## config.mk

```make
export PLATFORM = sky130hd
export DESIGN_NAME = tcw_queue
export DESIGN_NICKNAME = d
export VERILOG_FILES = /design/src/sv/tcw_pkg.sv /design/src/sv/tcw_queue.sv
export SDC_FILE = /design/constraint.sdc
export NUM_CORES = 1
export LEC_CHECK = 0
export BUFFER_PORTS_ARGS = -buffer_cell sky130_fd_sc_hd__buf_4
export CAP_MARGIN = 25
export CORE_MARGIN = 10
export CORE_UTILIZATION = 51
export CTS_CLUSTER_DIAMETER = 120
export DETAILED_ROUTE_END_ITERATION = 10
export HOLD_SLACK_MARGIN = 0.1
export MAX_ROUTING_LAYER = met4
export PLACE_DENSITY_LB_ADDON = 0.3
export SLEW_MARGIN = 5
export SYNTH_ARGS = -nofsm -noshare
export SYNTH_HDL_FRONTEND = slang
export SYNTH_SLANG_ARGS = --single-unit
export TNS_END_PERCENT = 20
```

## constraint.sdc

```tcl
create_clock -name clk -period 2.2 [get_ports clk]
set_clock_uncertainty 0.15 [all_clocks]
set_input_delay 0.44 -clock clk [delete_from_list [all_inputs] [get_ports clk]]
set_output_delay 0.44 -clock clk [all_outputs]
set_load 0.005 [all_outputs]
```

## src/sv/tcw_pkg.sv

```systemverilog
// ----------------------------------------------------------------------------
// tcw_pkg
// Shared sizes, codes and types of the text console character writer.
// ----------------------------------------------------------------------------
`default_nettype none

package tcw_pkg;

  localparam int COLS   = 80;
  localparam int ROWS   = 25;
  localparam int CELLS  = COLS * ROWS;
  localparam int CELL_W = $clog2(CELLS);

  localparam int COL_W  = 7;
  localparam int ROW_W  = 5;
  localparam int CH_W   = 8;
  localparam int ATTR_W = 8;
  localparam int FUNC_W = 2;

  localparam int QDEPTH = 4;
  localparam int Q_AW   = $clog2(QDEPTH);

  localparam logic [CH_W-1:0] NEWLINE_CH = 8'd10;
  localparam logic [CH_W-1:0] ERROR_CH   = 8'd69;
  localparam logic [CH_W-1:0] SPACE_CH   = 8'd32;

  localparam logic [ATTR_W-1:0] DEFAULT_ATTR_RST = 8'd15;
  localparam logic [ATTR_W-1:0] ERROR_ATTR_RST   = 8'd244;

  localparam int PADDR_W = 3;
  localparam int PDATA_W = 32;

  typedef enum logic [FUNC_W-1:0] {
    FN_PUT   = 2'd0,
    FN_READ  = 2'd1,
    FN_CLEAR = 2'd2,
    FN_NOP   = 2'd3
  } func_t;

  typedef enum logic {
    REG_DEFAULT_ATTR = 1'b0,
    REG_ERROR_ATTR   = 1'b1
  } reg_idx_t;

  // Classified request as it travels from the front end to the executor.
  typedef struct packed {
    func_t              func;
    logic [CH_W-1:0]    ch;
    logic [ATTR_W-1:0]  attr;
    logic               use_cursor;
    logic [COL_W-1:0]   col;
    logic [ROW_W-1:0]   row;
    logic               in_range;
    logic               newline;
    logic [CELL_W-1:0]  lin;
  } tcw_op_t;

  typedef struct packed {
    logic init_busy;
  } tcw_stat_t;

endpackage

`default_nettype wire

```

## src/sv/tcw_queue.sv

```systemverilog
// ----------------------------------------------------------------------------
// tcw_queue
// Short FIFO of classified requests between front end and executor.
// ----------------------------------------------------------------------------
`default_nettype none

module tcw_queue (
  input  logic               clk,
  input  logic               rst,
  input  logic               push,
  input  tcw_pkg::tcw_op_t   push_item,
  output logic               full,
  input  logic               pop,
  output logic               valid,
  output tcw_pkg::tcw_op_t   head
);
  import tcw_pkg::*;

  tcw_op_t         slots [QDEPTH];
  logic [Q_AW-1:0] wr_ptr;
  logic [Q_AW-1:0] rd_ptr;
  logic [Q_AW:0]   count;

  assign full  = (count == (Q_AW+1)'(QDEPTH));
  assign valid = (count != '0);
  assign head  = slots[rd_ptr];

  always_ff @(posedge clk) begin
    if (push) begin
      slots[wr_ptr] <= push_item;
    end
  end

  always_ff @(posedge clk) begin
    if (rst) begin
      wr_ptr <= '0;
      rd_ptr <= '0;
      count  <= '0;
    end else begin
      if (push) begin
        wr_ptr <= wr_ptr + 1'b1;
      end
      if (pop) begin
        rd_ptr <= rd_ptr + 1'b1;
      end
      case ({push, pop})
        2'b10:   count <= count + 1'b1;
        2'b01:   count <= count - 1'b1;
        default: count <= count;
      endcase
    end
  end

endmodule

`default_nettype wire

```

# [Word level (Yosys, flattened, before mapping)]
# Memory sizes are Yosys's and may differ from the RTL's. A register that Yosys moved wholly into a read port is not among the register bits.
# Cells that the tools add are included.
[word_totals] register_bits=7 latchBits=0 ram_bits=176 romBits=0 inputBits=48 output_inout_bits=46 mem_count=1
[mem_list] memory="slots" depth=4 width=44 read_ports=1 rd_ports_with_merged_regs=1 wr=1 line_no="tcw_queue.sv:19" source="tcw_op_t slots [QDEPTH];"
[classes] n_addsub=4 n_mul=0 n_div=0 n_lt_le_gt_ge=0 eq_ne=3 shift=0 mux=5 bitwise_logic=0 n_reduce_logical=2
[ops] operator="$pmux 3 s2" n=1
[ops] operator="$add 2x1->2 const B" n=2
[ops] operator="$mux 2" n=2
[ops] operator="$add 3x1->3 const B" n=1
[ops] operator="$eq 3x3->1 const B" n=1
[ops] operator="$reduce_bool 3->1" n=1
[ops] operator="$sub 3x1->3 const B" n=1
[ops] operator="$eq 2x1->1 const B" n=1
[ops] operator="$eq 2x2->1 const B" n=1
[ops] operator="$mux 1" n=2
[ops] operator="$reduce_bool 2->1" n=1

# [Depth between registers and ports, before layout]
# Gate-level depths: netlist (run 1).
[logic_depth] depth_word=3 ltp_mapped=6 depth_no_buf=6

# [Worst setup path after synthesis (run 1)]
# No wires, ideal clock.
[synth_timing] kind="reg2reg" start="register wr_ptr[0]" end="memory slots[2][0] in the netlist's numbering, enable pin" setup_time_ns=0.406 t_arrival_ns=1.600 path_slack_ns=0.044 path_stages_with_launch=4 cell_sequence="dfxtp_1 inv_1 ha_1 and2_1"
[synth_rtl] item="from (decl)" line_no="tcw_queue.sv:20" source="logic [Q_AW-1:0] wr_ptr;"
[synth_rtl] item="from (signal assigned)" line_no="tcw_queue.sv:41" source="wr_ptr <= wr_ptr + 1'b1;"
[synth_rtl] item="to (decl)" line_no="tcw_queue.sv:19"
# No word-level cell before the write port.

==> results of run 1 <==
## worst max-delay path: cells and delay by family (launching register included)
kind	cells	cell delay [ps]
mux	1	530
buf+inv	3	400
flops	1	430
## stage by stage
step           cell area, sq um  setup TNS (ps)  utilization, %
6_report                   9050           -4870            68.6
4_1_cts                    9090           -6420            68.9
5_1_grt                    9050           -7720            68.6
2_1_floorplan              6830               0               -
3_3_place_gp               7800               0            59.2
3_5_place_dp               7800               0            59.2
## power groups by stage
stage / clock network (uW) / logic [uW] / registers, uW
final: 3010 / 992 / 4090
after global routing: 3190 / 1080 / 4110
after CTS: 3060 / 1030 / 4090
after detailed placement: 0 / 830 / 4170
after global placement: 0 / 822 / 4160
after floorplan: 0 / 426 / 4150
## registers in the layout, indices dropped and copies added, names as in the netlist, named ones only
signal,count
rd_ptr,2
count,3
slots,176
wr_ptr,2
## final timing paths
path	slack, ps	start	cells after the start	to
worst max-delay path	-170	flop	4	head[25]
worst min-delay path	180	push	3	wr_ptr[0]$_SDFFE_PP0P_
worst max register to register	600	count[0]$_SDFFE_PP0P_	4	count[2]$_SDFFE_PP0P_
worst min register to register	370	count[2]$_SDFFE_PP0P_	2	count[2]$_SDFFE_PP0P_
## synth_stat cells
cell type / instances
or3_1: 2
clkbuf_2: 1
mux4_2: 40
ha_1: 5
nor3b_1: 1
mux4_1: 4
dfxtp_1: 9
nor2_1: 7
xor2_1: 2
nand2_1: 1
fa_1: 1
buf_6: 1
buf_12: 4
xnor2_1: 3
edfxtp_1: 176
clkbuf_1: 1
inv_1: 3
a21oi_1: 1
mux2i_1: 2
o21ai_0: 1
and2_1: 4
buf_2: 4
## what timing repair did
item | 4_1_cts | 5_1_grt
pin swaps | 0 | 0
hold endpoints to repair | 185 | 0
setup buffers | 7 | 0
gates cloned | 2 | 0
endpoints found under the setup margin | 43 | 44
hold buffers | 45 | 0
gates resized for setup | 37 | 2
## layer usage
metal / vias up / part of all wire [%]
li1: 1475 / -
met1: 1680 / 43
met2: 90 / 50
met3: 15 / 5.7
met4: 0 / 1.3
met5: - / 0
## cell type report
cell class	count	area [sq um]	share of cell area, %
Sequential cell	185	5470	60.5
Timing Repair Buffer	155	1530	16.9
Multi-Input combinational cell	74	1230	13.6
Clock buffer	20	437	4.83
Tap cell	176	220	2.43
Clock inverter	11	154	1.70
Inverter	3	11.3	0.124
## cell families after synthesis
logic type               after synthesis  synth area share (%)
flip-flops                           185                  80.0
multiplexers                          46                  15.0
AND/OR/NAND/NOR                       15                  1.10
buffers and inverters                 14                  1.92
adder cells (fa/ha/maj)                6                  1.21
XOR/XNOR                               5                 0.641
AO/OA/AOI/OAI                          2                 0.146
## layout by cell type, fill, tap and decap left out, drive strengths merged
cell	count
a21oi	1
and2	4
buf	110
bufinv	4
clkbuf	20
clkinv	6
clkinvlp	1
dfxtp	9
dlygate4sd3	45
edfxtp	176
fa	1
ha	5
inv	3
mux2i	2
mux4	44
nand2	1
nor2	7
nor3b	1
o21ai	1
or3	2
xnor2	3
xor2	2
==> out/results.ini, run 1 <==
[grt]
use_met2_pct = 22.4
grt_start_max_net_pins = 45
grt_pass1_wl_um = 19800
grtUsageTotal_pct = 14.8
busiest_layer = met2
grtUsageMet3_pct = 4.49
grt_pass1_vias = 3590
gr-total-overflow = 0
antenna_found_initial = 0
globalRouteMet1Util_pct = 18.8

[power]
power_frac_comb_pct = 12.3
leakage_uw = 0.00314
p_int_uw = 6510
power.switching_uw = 1580
powerDensity_mw_per_mm2 = 894
p_clk_share_pct = 37.2
irDropWorstVdd_v = 0.000478
p_seq_share_pct = 50.6
power_uw = 8090
swShare_pct = 19.6

[die]
die_area_sq_mm = 0.0184
core_area_sq_mm = 0.0132
die_height_um = 136
start_util_pct = 51.8
io_pins = 94
rows = 42
die_x_um = 136

[placement]
portBuffers = 93
dpl.hpwl_um = 7010
gp_routability_congestion = 0.719
pre_cts_ws_ps = 164
placed_cells = 541

[status]
violations = setup timing
status = finished, violations left

[job]
maxCapViolCount = 0

[synth]
yosys.area.top_type = edfxtp_1
seq_area_frac_synth_pct = 80.0
synthDistinctLibCells = 22
netlist.area_leader.share_pct = 77.3
syn_area_sq_mm = 0.00683
synth_area_leaders = edfxtp_1, mux4_2, dfxtp_1
syn_area_per_cell_sq_um = 25.0
ys_warn_count = 0
synth_seq_cells = 185
synth_fp_nets = 327
synthCells = 273

[critical_path]
path_class = flop to output port
path_max_fanout = 7
worstSetupStartpointType = flop
path_cells = buf_12, buf_12, mux4_2, buf_6
crit_required_ps = 1610
crit_top_cell = buf_12
arrival_ps = 1780
cp-end-kind = output port
max_stage_delay_ps = 530
slowest_stage = mux4_2

[route]
vias = 3260
via_per_inst = 5.22
drt_iter0_drc = 203
drc_errors = 0
wl_um = 12300
avgRoutedWirePerCell_um = 19.7
final_antenna_net_count = 0
drt_pass1_iterations = 4

[timing]
period_needed_ps = 2370
setup_violations = 44
final.setup.worst_slack_ps = -167
rsz0062_at_grt = true
relSlewSlack_pct = 80.9
holdWs_ps = 175
fin_crit_sh_pct = 108
drv_slew = 0
tightest_slew_ps = 287
fmax_mhz = 423
finalHoldViolations = 0

[clock_network]
clock_sinks = 185
clk_path_buf_depth = 2
tritoncts.num_buffers = 17
cts_tree = done
cts_htree_levels = 4
clkTransAtPathRegs_ps = 60
cts_root_buf = clkbuf_16
clk_latency_ps = 420

[worst_hold_path]
hold_path_class = input port to flop

[finish]
syn_to_final_growth_pct = 32.4
antenna_cells = 0
fillers = 845
drive_above_1_share_pct = 41.1
finalNonFillerCells = 624
fin_nets = 490

Power figures use the tool's default switching activity.
==> inputs of run 2 (changes only) <==
--- a/config.mk
+++ b/config.mk
@@ -7,8 +7,11 @@
 export LEC_CHECK = 0
 export BUFFER_PORTS_ARGS = -buffer_cell sky130_fd_sc_hd__buf_4
 export CAP_MARGIN = 25
+export CELL_PAD_IN_SITES_DETAIL_PLACEMENT = 1
+export CELL_PAD_IN_SITES_GLOBAL_PLACEMENT = 1
+export CORE_ASPECT_RATIO = 0.6
 export CORE_MARGIN = 10
-export CORE_UTILIZATION = 51
+export CORE_UTILIZATION = 45
 export CTS_CLUSTER_DIAMETER = 120
 export DETAILED_ROUTE_END_ITERATION = 10
 export HOLD_SLACK_MARGIN = 0.1
==> run 2 against run 1 <==
  * The flow still finishes with violations (setup timing)
  * Fmax grew 0.67%
  * First-iteration DRC count increased by 17%
  * Sequential cell count unchanged
  * Worst hold slack improved by 1.6 ps
  * Register-to-register slack worse by 40 ps
  * Non-clock buffer count is 1 higher
  * Utilization decreased by 6.2 points
  * Power is 0.73% higher
  * Routed wire length up 24%
  * Sequential power hardly changed
  * Highest routed layer unchanged
==> out/results.ini, run 2 (synthesized netlist as in run 1, its figures left out) <==
[status]
status = finished, violations left
violations = setup timing

[critical_path]
max_stage_delay_ps = 530
path_cells = buf_12, buf_16, mux4_2, buf_6
arrival_ps = 1760
worstSetupStartpointType = flop
worstReg2RegStart = count[0]$_SDFFE_PP0P_
slowest_stage = mux4_2
r2r_cells = 4
path_max_fanout = 7
cp-end-kind = output port
path_class = flop to output port
r2r_slack_ps = 560
crit_required_ps = 1610

[timing]
period_needed_ps = 2350
fin_crit_sh_pct = 107
final.setup.worst_slack_ps = -151
rsz0062_at_grt = true
finalHoldViolations = 0
setup_violations = 41
fmax_mhz = 425
tns_ps = -4850
drv_slew = 0
tightest_slew_ps = 298
relSlewSlack_pct = 80.2

[finish]
multi_input_area_sq_mm = 0.00123
syn_to_final_growth_pct = 33.9
largest_register_ffs = 176
fin_nets = 491
final_cell_mix = edfxtp_1, buf_4, dlygate4sd3_1, mux4_2, buf_6
final-seq-area_sq_mm = 0.00547
drive_above_1_share_pct = 42.9
largestRegisters = slots (176), count (3)
largest-register = slots
fillers = 1203
final_common_cell = edfxtp_1

[clock_network]
clkTransAtPathRegs_ps = 70
cts_htree_levels = 4
clk_path_buf_depth = 2
clock_sinks = 185
tritoncts.num_buffers = 17
clk_latency_ps = 410
cts_tree = done
cts_root_buf = clkbuf_16

[worst_hold_path]
min-delay-start = pop
hold_path_class = input port to flop
min_path_cells = 3

[grt]
grtUsageTotal_pct = 15.5
gr-total-overflow = 0
grt_pass1_wl_um = 23200
grt_start_max_net_pins = 45
antenna_found_initial = 1
grt_pass1_vias = 3857

[placement]
gp_routability_congestion = 0.755
dpl.hpwl_um = 8970
pre_cts_ws_ps = 144
portBuffers = 93

[power]
powerDensity_mw_per_mm2 = 891
irDropWorstVdd_v = 0.000481
leakage_uw = 0.00317
power_uw = 8150

[die]
die_x_um = 179
die_area_sq_mm = 0.0207
rows = 34
die_height_um = 115
core_area_sq_mm = 0.0147
start_util_pct = 46.6
io_pins = 94

[route]
drt_pass1_iterations = 6
via_per_inst = 5.22
avgRoutedWirePerCell_um = 23.4
vias = 3386
drc_errors = 0
drt_iter0_drc = 237
final_antenna_net_count = 0
wl_um = 15200

[job]
maxCapViolCount = 0

==> run 2: changes by cell type in the layout (fill, tap and decap cells not counted), sizes merged <==
cell | before | now
inv | 3 | 11
diode | 0 | 1
clkbuf | 20 | 17
clkinvlp | 1 | 2
clkinv | 6 | 4
bufbuf | 0 | 1
bufinv | 4 | 1
==> run 2: final cells by class <==
cell class              instances  share of cell area [%]
flip-flops and latches        185                    59.8
clock buffers                  17                    4.65
diodes                          1                  0.0273
clock inverters                15                    1.71
repair buffers                156                    17.6
multi-input cells              74                    13.4
well taps                     198                    2.71
inverters                       3                   0.123
==> run 2: path summary, 6_finish.rpt <==
check | endpoint
worst max-delay path | head[9]
worst min-delay path | rd_ptr[0]$_SDFFE_PP0P_
worst max register to register | count[2]$_SDFFE_PP0P_
worst min register to register | count[2]$_SDFFE_PP0P_
==> run 2: metal layers <==
layer	vias up	wire length, um	track usage (%)	share of wire [%]
met5	-	0	-	0
met1	1791	6630	19.6	44
met4	0	60	4.35	0.39
li1	1481	-	-	-
met2	110	7570	24.8	50
met3	4	951	3.70	6.3
==> run 2: what timing repair did <==
item	in CTS	in global routing
gates resized for setup	41	5
endpoints found under the hold margin	180	0
setup endpoints to repair	44	44
gates cloned	2	0
hold buffers	45	0
setup buffers	4	0
==> run 2: metrics by stage <==
step | utilization [%] | instance area (sq um) | hold slack, ps | instances
after floorplan | - | 6830 | 311 | 273
after global placement | 53.6 | 7870 | 344 | 565
after detailed placement | 53.6 | 7870 | 346 | 565
after CTS | 62.3 | 9140 | 160 | 648
after global routing | 62.4 | 9150 | 171 | 649
final | 62.4 | 9150 | 177 | 649
==> run 2: worst max-delay path: cells and delay by family, from the launching register on <==
kind,cells,cell delay (ps)
muxes,1,530
DFF,1,390
buffers and inverters,3,420
==> run 2: power breakdown <==
| group | switching (uW) | internal (uW) | leakage, uW |
|---|---|---|---|
| Combinational | 434 | 633 | 0.00120 |
| Clock | 1380 | 1610 | 0.000283 |
| Sequential | 59.8 | 4040 | 0.00169 |
