[src/sv/tcw_pkg.sv]
// ----------------------------------------------------------------------------
// tcw_pkg
// Shared sizes, codes and types of the text console character writer.
// ----------------------------------------------------------------------------
`default_nettype none

package tcw_pkg;

  localparam int COLS   = 80;
  localparam int ROWS   = 25;
  localparam int CELLS  = COLS * ROWS;
  localparam int CELL_W = $clog2(CELLS);

  localparam int COL_W  = 7;
  localparam int ROW_W  = 5;
  localparam int CH_W   = 8;
  localparam int ATTR_W = 8;
  localparam int FUNC_W = 2;

  localparam int QDEPTH = 4;
  localparam int Q_AW   = $clog2(QDEPTH);

  localparam logic [CH_W-1:0] NEWLINE_CH = 8'd10;
  localparam logic [CH_W-1:0] ERROR_CH   = 8'd69;
  localparam logic [CH_W-1:0] SPACE_CH   = 8'd32;

  localparam logic [ATTR_W-1:0] DEFAULT_ATTR_RST = 8'd15;
  localparam logic [ATTR_W-1:0] ERROR_ATTR_RST   = 8'd244;

  localparam int PADDR_W = 3;
  localparam int PDATA_W = 32;

  typedef enum logic [FUNC_W-1:0] {
    FN_PUT   = 2'd0,
    FN_READ  = 2'd1,
    FN_CLEAR = 2'd2,
    FN_NOP   = 2'd3
  } func_t;

  typedef enum logic {
    REG_DEFAULT_ATTR = 1'b0,
    REG_ERROR_ATTR   = 1'b1
  } reg_idx_t;

  // Classified request as it travels from the front end to the executor.
  typedef struct packed {
    func_t              func;
    logic [CH_W-1:0]    ch;
    logic [ATTR_W-1:0]  attr;
    logic               use_cursor;
    logic [COL_W-1:0]   col;
    logic [ROW_W-1:0]   row;
    logic               in_range;
    logic               newline;
    logic [CELL_W-1:0]  lin;
  } tcw_op_t;

  typedef struct packed {
    logic init_busy;
  } tcw_stat_t;

endpackage

`default_nettype wire

[src/sv/tcw_req_if.sv]
// ----------------------------------------------------------------------------
// tcw_req_if
// Request channel: valid/ready handshake with the request fields.
// ----------------------------------------------------------------------------
`default_nettype none

interface tcw_req_if;
  import tcw_pkg::*;

  logic              valid;
  logic              ready;
  logic [FUNC_W-1:0] func;
  logic [CH_W-1:0]   ch;
  logic [ATTR_W-1:0] attr;
  logic              use_cursor;
  logic [COL_W-1:0]  col;
  logic [ROW_W-1:0]  row;

  modport source (output valid, func, ch, attr, use_cursor, col, row, input ready);
  modport sink   (input valid, func, ch, attr, use_cursor, col, row, output ready);
endinterface

`default_nettype wire

[src/sv/tcw_front.sv]
// ----------------------------------------------------------------------------
// tcw_front
// Accepts requests, checks the explicit position and forms its cell index.
// ----------------------------------------------------------------------------
`default_nettype none

module tcw_front (
  tcw_req_if.sink              req,
  input  tcw_pkg::tcw_stat_t   stat,
  input  logic                 q_full,
  output logic                 q_push,
  output tcw_pkg::tcw_op_t     q_item
);
  import tcw_pkg::*;

  logic col_ok;
  logic row_ok;

  assign col_ok = ({1'b0, req.col} < (COL_W+1)'(COLS));
  assign row_ok = ({1'b0, req.row} < (ROW_W+1)'(ROWS));

  assign req.ready = !q_full && !stat.init_busy;
  assign q_push    = req.valid && req.ready;

  always_comb begin
    q_item.func       = func_t'(req.func);
    q_item.ch         = req.ch;
    q_item.attr       = req.attr;
    q_item.use_cursor = req.use_cursor;
    q_item.col        = req.col;
    q_item.row        = req.row;
    q_item.in_range   = req.use_cursor || (col_ok && row_ok);
    q_item.newline    = (req.ch == NEWLINE_CH);
    q_item.lin        = CELL_W'(CELL_W'(req.row) * CELL_W'(COLS)) + CELL_W'(req.col);
  end

endmodule

`default_nettype wire

[src/flat_wrapper.sv]
// flat-port wrapper written by rule: the top's interface ports become plain ports
module tcw_front_flat import tcw_pkg::*;
  (stat, q_full, q_push, q_item, req_valid, req_func, req_ch, req_attr, req_use_cursor, req_col, req_row, req_ready);
  tcw_req_if req_i ();
  input  tcw_pkg::tcw_stat_t stat;
  input  logic q_full;
  output logic q_push;
  output tcw_pkg::tcw_op_t q_item;
  input wire logic [$bits(req_i.valid)-1:0] req_valid;
  input wire logic [$bits(req_i.func)-1:0] req_func;
  input wire logic [$bits(req_i.ch)-1:0] req_ch;
  input wire logic [$bits(req_i.attr)-1:0] req_attr;
  input wire logic [$bits(req_i.use_cursor)-1:0] req_use_cursor;
  input wire logic [$bits(req_i.col)-1:0] req_col;
  input wire logic [$bits(req_i.row)-1:0] req_row;
  output wire logic [$bits(req_i.ready)-1:0] req_ready;
  assign req_i.valid = req_valid;
  assign req_i.func = req_func;
  assign req_i.ch = req_ch;
  assign req_i.attr = req_attr;
  assign req_i.use_cursor = req_use_cursor;
  assign req_i.col = req_col;
  assign req_i.row = req_row;
  assign req_ready = req_i.ready;
  tcw_front u_core (.req(req_i), .stat(stat), .q_full(q_full), .q_push(q_push), .q_item(q_item));
endmodule
[config.mk]
export PLATFORM = sky130hd
export DESIGN_NAME = tcw_front_flat
export DESIGN_NICKNAME = d
export VERILOG_FILES = /design/src/sv/tcw_pkg.sv /design/src/sv/tcw_req_if.sv /design/src/sv/tcw_front.sv /design/src/flat_wrapper.sv
export SDC_FILE = /design/constraint.sdc
export NUM_CORES = 1
export LEC_CHECK = 0
export BUFFER_PORTS_ARGS = -buffer_cell sky130_fd_sc_hd__buf_2
export CAP_MARGIN = 20
export CORE_MARGIN = 5
export CORE_UTILIZATION = 33
export DETAILED_ROUTE_END_ITERATION = 7
export GPL_TIMING_DRIVEN = 0
export PLACE_DENSITY = 0.86
export SLEW_MARGIN = 20
export SYNTH_ARGS = -nofsm -noshare
export SYNTH_HDL_FRONTEND = slang
export SYNTH_SLANG_ARGS = --single-unit
export TNS_END_PERCENT = 10
[constraint.sdc]
create_clock -name vclk -period 2.9
set_input_delay 0.435 -clock vclk [all_inputs]
set_output_delay 0.435 -clock vclk [all_outputs]
set_load 0.01 [all_outputs]
# Word level (Yosys, flattened, before mapping)

Cells that the tools add are included.

Add/sub/neg operators: 1
$mul: 1
$lt $le $gt $ge: 2
Equal/unequal tests: 1
Reduce and logical (&&, ||, !) cells: 6

Operators by type and width:

| operator                                          | count |
|---|---|
| adder 11 x 7 -> 11 bit                            | 1 |
| == test 8 x 4 -> 1 bit (second input constant)    | 1 |
| < comparator 7 bit (second input constant)        | 1 |
| multiplier 5 x 3 -> 7 bit (second input constant) | 1 |
| < comparator 5 bit (second input constant)        | 1 |
| logical AND 1 bit                                 | 3 |
| zero test 1 bit                                   | 2 |
| logical OR 1 bit                                  | 1 |

Register bits: 0
Input bits: 34
Output and inout port bits: 46
Word-level logic and storage cells: 11

# Depth between registers and ports, before layout

Gate-level depths: netlist (run 1).

Depth in word-level cells: 3
Mapped depth: 7
Depth with buffers taken out: 7

# Least setup slack after synthesis (run 1)

No wires, ideal clock.

Path type: input-to-output
Start point: input port req_row[1]
End point: output port q_item[10] (netlist name)
Data arrival time: 2.000 ns
Data required time: 2.465 ns
Setup slack: 0.465 ns
Stages on the path: 7
Path buffers: 0
Cells stage by stage: ha_1 ha_1 fa_1 xor2_1 nand4_1 xnor2_1 xnor2_1

RTL lines:

| item        | RTL line           | text |
|---|---|---|
| from (decl) | flat_wrapper.sv:15 | `input wire logic [$bits(req_i.row)-1:0] req_row;` |
| to (decl)   | flat_wrapper.sv:8  | `output tcw_pkg::tcw_op_t q_item;` |

==> summary.md, run 1 <==
| Metric | Value |
|---|---|
| Layout clock buffer count | `0` |
| Final hold vios | `0` |
| Core Area | `1708 µm²` |
| Final setup vio count | `0` |
| CP max FO | `5` |
| Worst hold slack | `1053 ps` |
| Setup TNS | `0 ps` |
| Fillers | `167` |
| First-pass GRT wire length | `2642 µm` |
| Routed WL | `1766 µm` |
| Die Span X | `51.95 µm` |
| Mean post-synth cell area | `8.294 µm²` |
| Number of port buffers | `66` |
| Crit path buf inv count | `2` |
| Synthesized net count | `115` |
| GP Congestion | `0.7884` |
| Synth top area share | `0.4526` |
| Hold crit path type | `in -> out` |
| CP Data Required Time | `2470 ps` |
| CP arrival | `2320 ps` |
| Post-synth cell types | `15` |
| Status | `finished clean` |
| Max Cap Violations | `0` |
| Ports | `80` |
| VDD IR max | `112.9 µV` |
| CTS Hold Bufs | `0` |
| Routed WL per cell | `10.97 µm` |
| Top cells by area, synth | `buf_4, ha_1, fa_1` |
| Core Rows | `15` |
| Sequence of cells on the critical path | `buf_2 > ha_1 > ha_1 > fa_1 > xor2_2 > nand4_1 > xnor2_1 > xnor2_1 > buf_2` |
| Antenna diodes | `0` |
| Pwr/cell area | `207.2 nW/µm²` |
| Post-Syn Area | `580.6 µm²` |
| Final Max Tran Viols | `0` |
| Routed via count | `655` |
| Drt first-iter violations | `1` |
| WS Path Type | `in -> out` |
| Relative slew slack | `0.7967` |
| GRT Total Usage | `0.1182` |
| Pin count of the biggest net entering global routing | `6` |
| Via/cell ratio | `4.068` |
| Max stage delay on crit path | `410 ps` |
| Leak | `0.5947 nW` |
| Final period utilization | `0.9505` |
| Top cells by count, synth | `buf_4, ha_1, a21o_1, xnor2_1` |
| Sequential area share after synthesis | `0` |
| Hpwl dp | `1629 µm` |
| Ys Warns | `0` |
| Die ar. | `2698 µm²` |
| Storage cell area | `0 µm²` |
| Sequential cells | `0` |
| Total gr overflow | `0` |
| Post-layout min period | `2756 ps` |
| Largest delay share family, worst path | `adder cells` |
| Residual DRC | `0` |
| ANT nets after route | `0` |
| Die height | `51.95 µm` |
| Initial Utilization | `0.3399` |
| Gate Count Post-Synth | `70` |
| Drt pass-1 iters | `4` |
| Post-synth top area cell | `buf_4` |
| Initial antenna violation count | `0` |
| Final Net Count | `183` |
| Area grow syn2layout | `63.58%` |
| RSZ-0062 raised after global routing | `no` |
| Critical-path top delay cell | `fa_1` |
| Layout cells sized above 1 | `0.7500` |
| CP Launch Type | `primary input` |
| Least-Margin Pin Slew | `301.2 ps` |
| Top-count cell post-synth | `buf_4` |
| Util after Layout | `0.5560` |
| Max Fclk | `362.8 MHz` |
| Number of global-route vias before repair | `702` |
| CP Capture Type | `primary output` |
-- routing by layer --
metal / routed length, µm / track usage / vias up
met2: 1000 / 0.2343 / 36
met1: 583 / 0.1382 / 286
li1: - / - / 333
met5: 0 / 0 / -
met3: 183 / 0.01719 / 0
met4: 0 / 0 / 0
-- final timing paths --
kind | slack [ps] | startpoint | to | cells after the start
max | 140 | req_row[1] | q_item[10] | 9
min | 1050 | req_attr[1] | q_item[27] | 2
-- metrics by stage --
step	instances	power, mW	setup WS [ps]	instance area [µm²]
2_1_floorplan	70	0.1208	464.5	580.6
3_3_place_gp	161	0.1924	158.8	942.2
3_5_place_dp	161	0.1965	92.35	942.2
4_1_cts	161	0.1980	101.2	942.2
5_1_grt	161	0.2168	43.17	949.7
6_report	161	0.1968	143.5	949.7
-- what timing repair did --
action                                  CTS  global route
resized for setup                         0             1
buffers inserted                          0             0
endpoints found under the setup margin    0             1
-- cells in the final DEF (no fill, tap or decap) --
| master | Yosys | routed |
|---|---|---|
| a21o_1 | 4 | 4 |
| buf_2 | 0 | 66 |
| buf_4 | 35 | 35 |
| o311ai_0 | 1 | 1 |
| xor2_1 | 3 | 2 |
| nand4bb_1 | 1 | 1 |
| nand4_1 | 1 | 1 |
| o21ai_0 | 1 | 1 |
| and2_1 | 1 | 1 |
| fa_1 | 2 | 2 |
| or4_1 | 1 | 1 |
| xnor2_1 | 4 | 4 |
| a21oi_1 | 2 | 2 |
| ha_1 | 9 | 9 |
| xor2_2 | 0 | 1 |
| nor2_1 | 3 | 3 |
| nand2_1 | 2 | 2 |
-- logic make-up after synthesis --
family          synth area share
fa+ha+maj                 0.2629
simple gates             0.08623
xor+xnor                  0.1056
buf+inv                   0.4526
compound gates           0.09267
-- power by group --
part / internal [mW] / total [mW] / switching (mW)
Sequential: 0 / 0 / 0
Clock: 0 / 0 / 0
Combinational: 0.104 / 0.197 / 0.0924
-- final cells by class --
cell class,instances,area [µm²],share of cell area
tap,25,31.28,0.03294
buffer,35,262.8,0.2767
multi-input combinational,35,325.3,0.3426
timing repair buffer,66,330.3,0.3478
Note: power is estimated with default switching activity, not from simulation.
==> run 2: changes to the inputs <==
- SETUP_SLACK_MARGIN: unset -> 0.4
==> run 2 against run 1 <==
Net effect:
- via count up 2.6%
- critical endpoint unchanged
- final area up 9.1%
- count of clock-buffer cells in the layout unchanged
- flip-flop and latch count unchanged
- setup slack better by 240 ps
- cell count up 2.5%
- worst hold slack unchanged
- maximum frequency up 9.6%
- die area unchanged
- global-route usage up 0.42 points
- critical path depth down 1
- non-clock buffer count up 4
==> summary.md, run 2 (same netlist as run 1, synthesis figures left out) <==
| Metric | Value |
|---|---|
| GP Congestion | `0.7884 (unchanged)` |
| Relative slew slack | `0.7968 (about the same)` |
| Final period utilization | `0.8671 (-0.08342)` |
| Layout cells sized above 1 | `0.7857 (+0.03571)` |
| Setup TNS | `0 ps (unchanged)` |
| Max Fclk | `397.7 MHz (+9.6%)` |
| Initial antenna violation count | `0 (unchanged)` |
| Final Max Tran Viols | `0 (unchanged)` |
| Commonest non-fill, non-tap cell in the layout | `buf_2` |
| CP Capture Type | `primary output` |
| Storage cell area | `0 µm² (unchanged)` |
| Die Span X | `51.95 µm (unchanged)` |
| CP arrival | `2080 ps (-240 ps)` |
| Drt first-iter violations | `2 (+1)` |
| Hold crit path type | `in -> out` |
| Total gr overflow | `0 (unchanged)` |
| Number of non-filler instances in the completed layout | `165 (+2.5%)` |
| Status | `finished clean` |
| WS Path Type | `in -> out` |
| Crit path from | `req_row[3]` |
| VDD IR max | `126.3 µV (+12%)` |
| GR Util met3 | `0.01719 (unchanged)` |
| Core Rows | `15 (unchanged)` |
| M1 GR Usage | `0.1402 (+0.001946)` |
| CP Launch Type | `primary input` |
| Layout clock buffer count | `0 (unchanged)` |
| Number of port buffers | `66 (unchanged)` |
| Worst hold stages | `2 (unchanged)` |
| CP max FO | `3 (-2)` |
| First-pass GRT wire length | `2718 µm (+2.9%)` |
| Number of global-route vias before repair | `717 (+2.1%)` |
| Final setup vio count | `0 (unchanged)` |
| GR Layer Usage met2 | `0.2469 (+0.01255)` |
| Most frequent cells in the layout | `buf_2, buf_4, ha_1` |
| Initial Utilization | `0.3399 (unchanged)` |
| Fillers | `159 (-4.8%)` |
| Ports | `80 (unchanged)` |
| Hpwl dp | `1629 µm (unchanged)` |
| Sequential cells | `0 (unchanged)` |
| Hold EP | `q_item[27]` |
| Pwr/cell area | `211.6 nW/µm² (+2.1%)` |
| Post-layout min period | `2515 ps (-241.9 ps)` |
| Least-Margin Pin Slew | `301.0 ps (-0.1525 ps)` |
| Die ar. | `2698 µm² (unchanged)` |
| ANT nets after route | `0 (unchanged)` |
| CTS Hold Bufs | `0 (unchanged)` |
| Antenna diodes | `0 (unchanged)` |
| Worst hold slack | `1053 ps (unchanged)` |
| Max Cap Violations | `0 (unchanged)` |
| Via/cell ratio | `4.073 (+0.11%)` |
| Final hold vios | `0 (unchanged)` |
| Die height | `51.95 µm (unchanged)` |
| CP Data Required Time | `2470 ps (about the same)` |
| Post-placement cell count | `161 (unchanged)` |
| Leak | `0.6180 nW (+3.9%)` |
| Gr busiest metal | `met2` |
| Pin count of the biggest net entering global routing | `6 (unchanged)` |
| Routed WL | `1824 µm (+3.3%)` |
| Final Net Count | `187 (+2.2%)` |
| RSZ-0062 raised after global routing | `yes` |
| GRT Total Usage | `0.1224 (+0.004229)` |
| Drt pass-1 iters | `3 (-1)` |
| Min-Delay Startpoint | `req_attr[1]` |
| Routed WL per cell | `11.05 µm (+0.78%)` |
| Residual DRC | `0 (unchanged)` |
| Core Area | `1708 µm² (unchanged)` |
| Area grow syn2layout | `78.45%` |
| Routed via count | `672 (+2.6%)` |
-- run 2: power by group --
group | internal [mW] | switching, mW | total, mW
Clock | 0 | 0 | 0
Combinational | 0.122 | 0.0975 | 0.219
Sequential | 0 | 0 | 0
-- run 2: per-layer routing --
layer  up-vias  routed length (µm)
met5         -                   0
met4         0                   0
met3         0                 182
met2        36                1044
met1       295                 597
li1        341                   -
-- run 2: worst max path at each step --
stage	endpoint	cells past startpoint
5_1_grt	q_item[10]	8
3_3_place_gp	q_item[10]	9
6_report	q_item[10]	8
4_1_cts	q_item[10]	8
3_5_place_dp	q_item[10]	9
2_1_floorplan	q_item[10]	7
-- run 2: worst max-delay path, cell delays in order --
cell and delay, ps:
buf_8 100, ha_4 230, ha_4 160, fa_2 570
nand4_1 100, xnor2_1 210, xnor2_1 130, buf_2 150
-- run 2: cell type report --
class / instances / area (µm²) / share of cell area
well taps: 25 / 31.28 / 0.03019
plain buffers: 35 / 262.8 / 0.2536
multi-input cells: 35 / 365.4 / 0.3527
repair buffers: 70 / 376.6 / 0.3635
-- run 2: stage by stage --
stage	util	cell area (µm²)	power [mW]	setup WS, ps
floorplan	-	580.6	0.1208	464.5
global placement	0.5516	942.2	0.1924	158.8
detailed placement	0.5516	942.2	0.1965	92.35
CTS	0.5963	1018	0.2155	344.1
global route	0.6066	1036	0.2383	327.6
finish	0.6066	1036	0.2192	385.5
-- run 2: what timing repair did --
action,CTS,global route
gates resized for setup,11,1
endpoints found under the hold margin,0,0
endpoints found under the setup margin,2,2
cloned,0,0
setup buffers,3,1
pin swaps,7,4
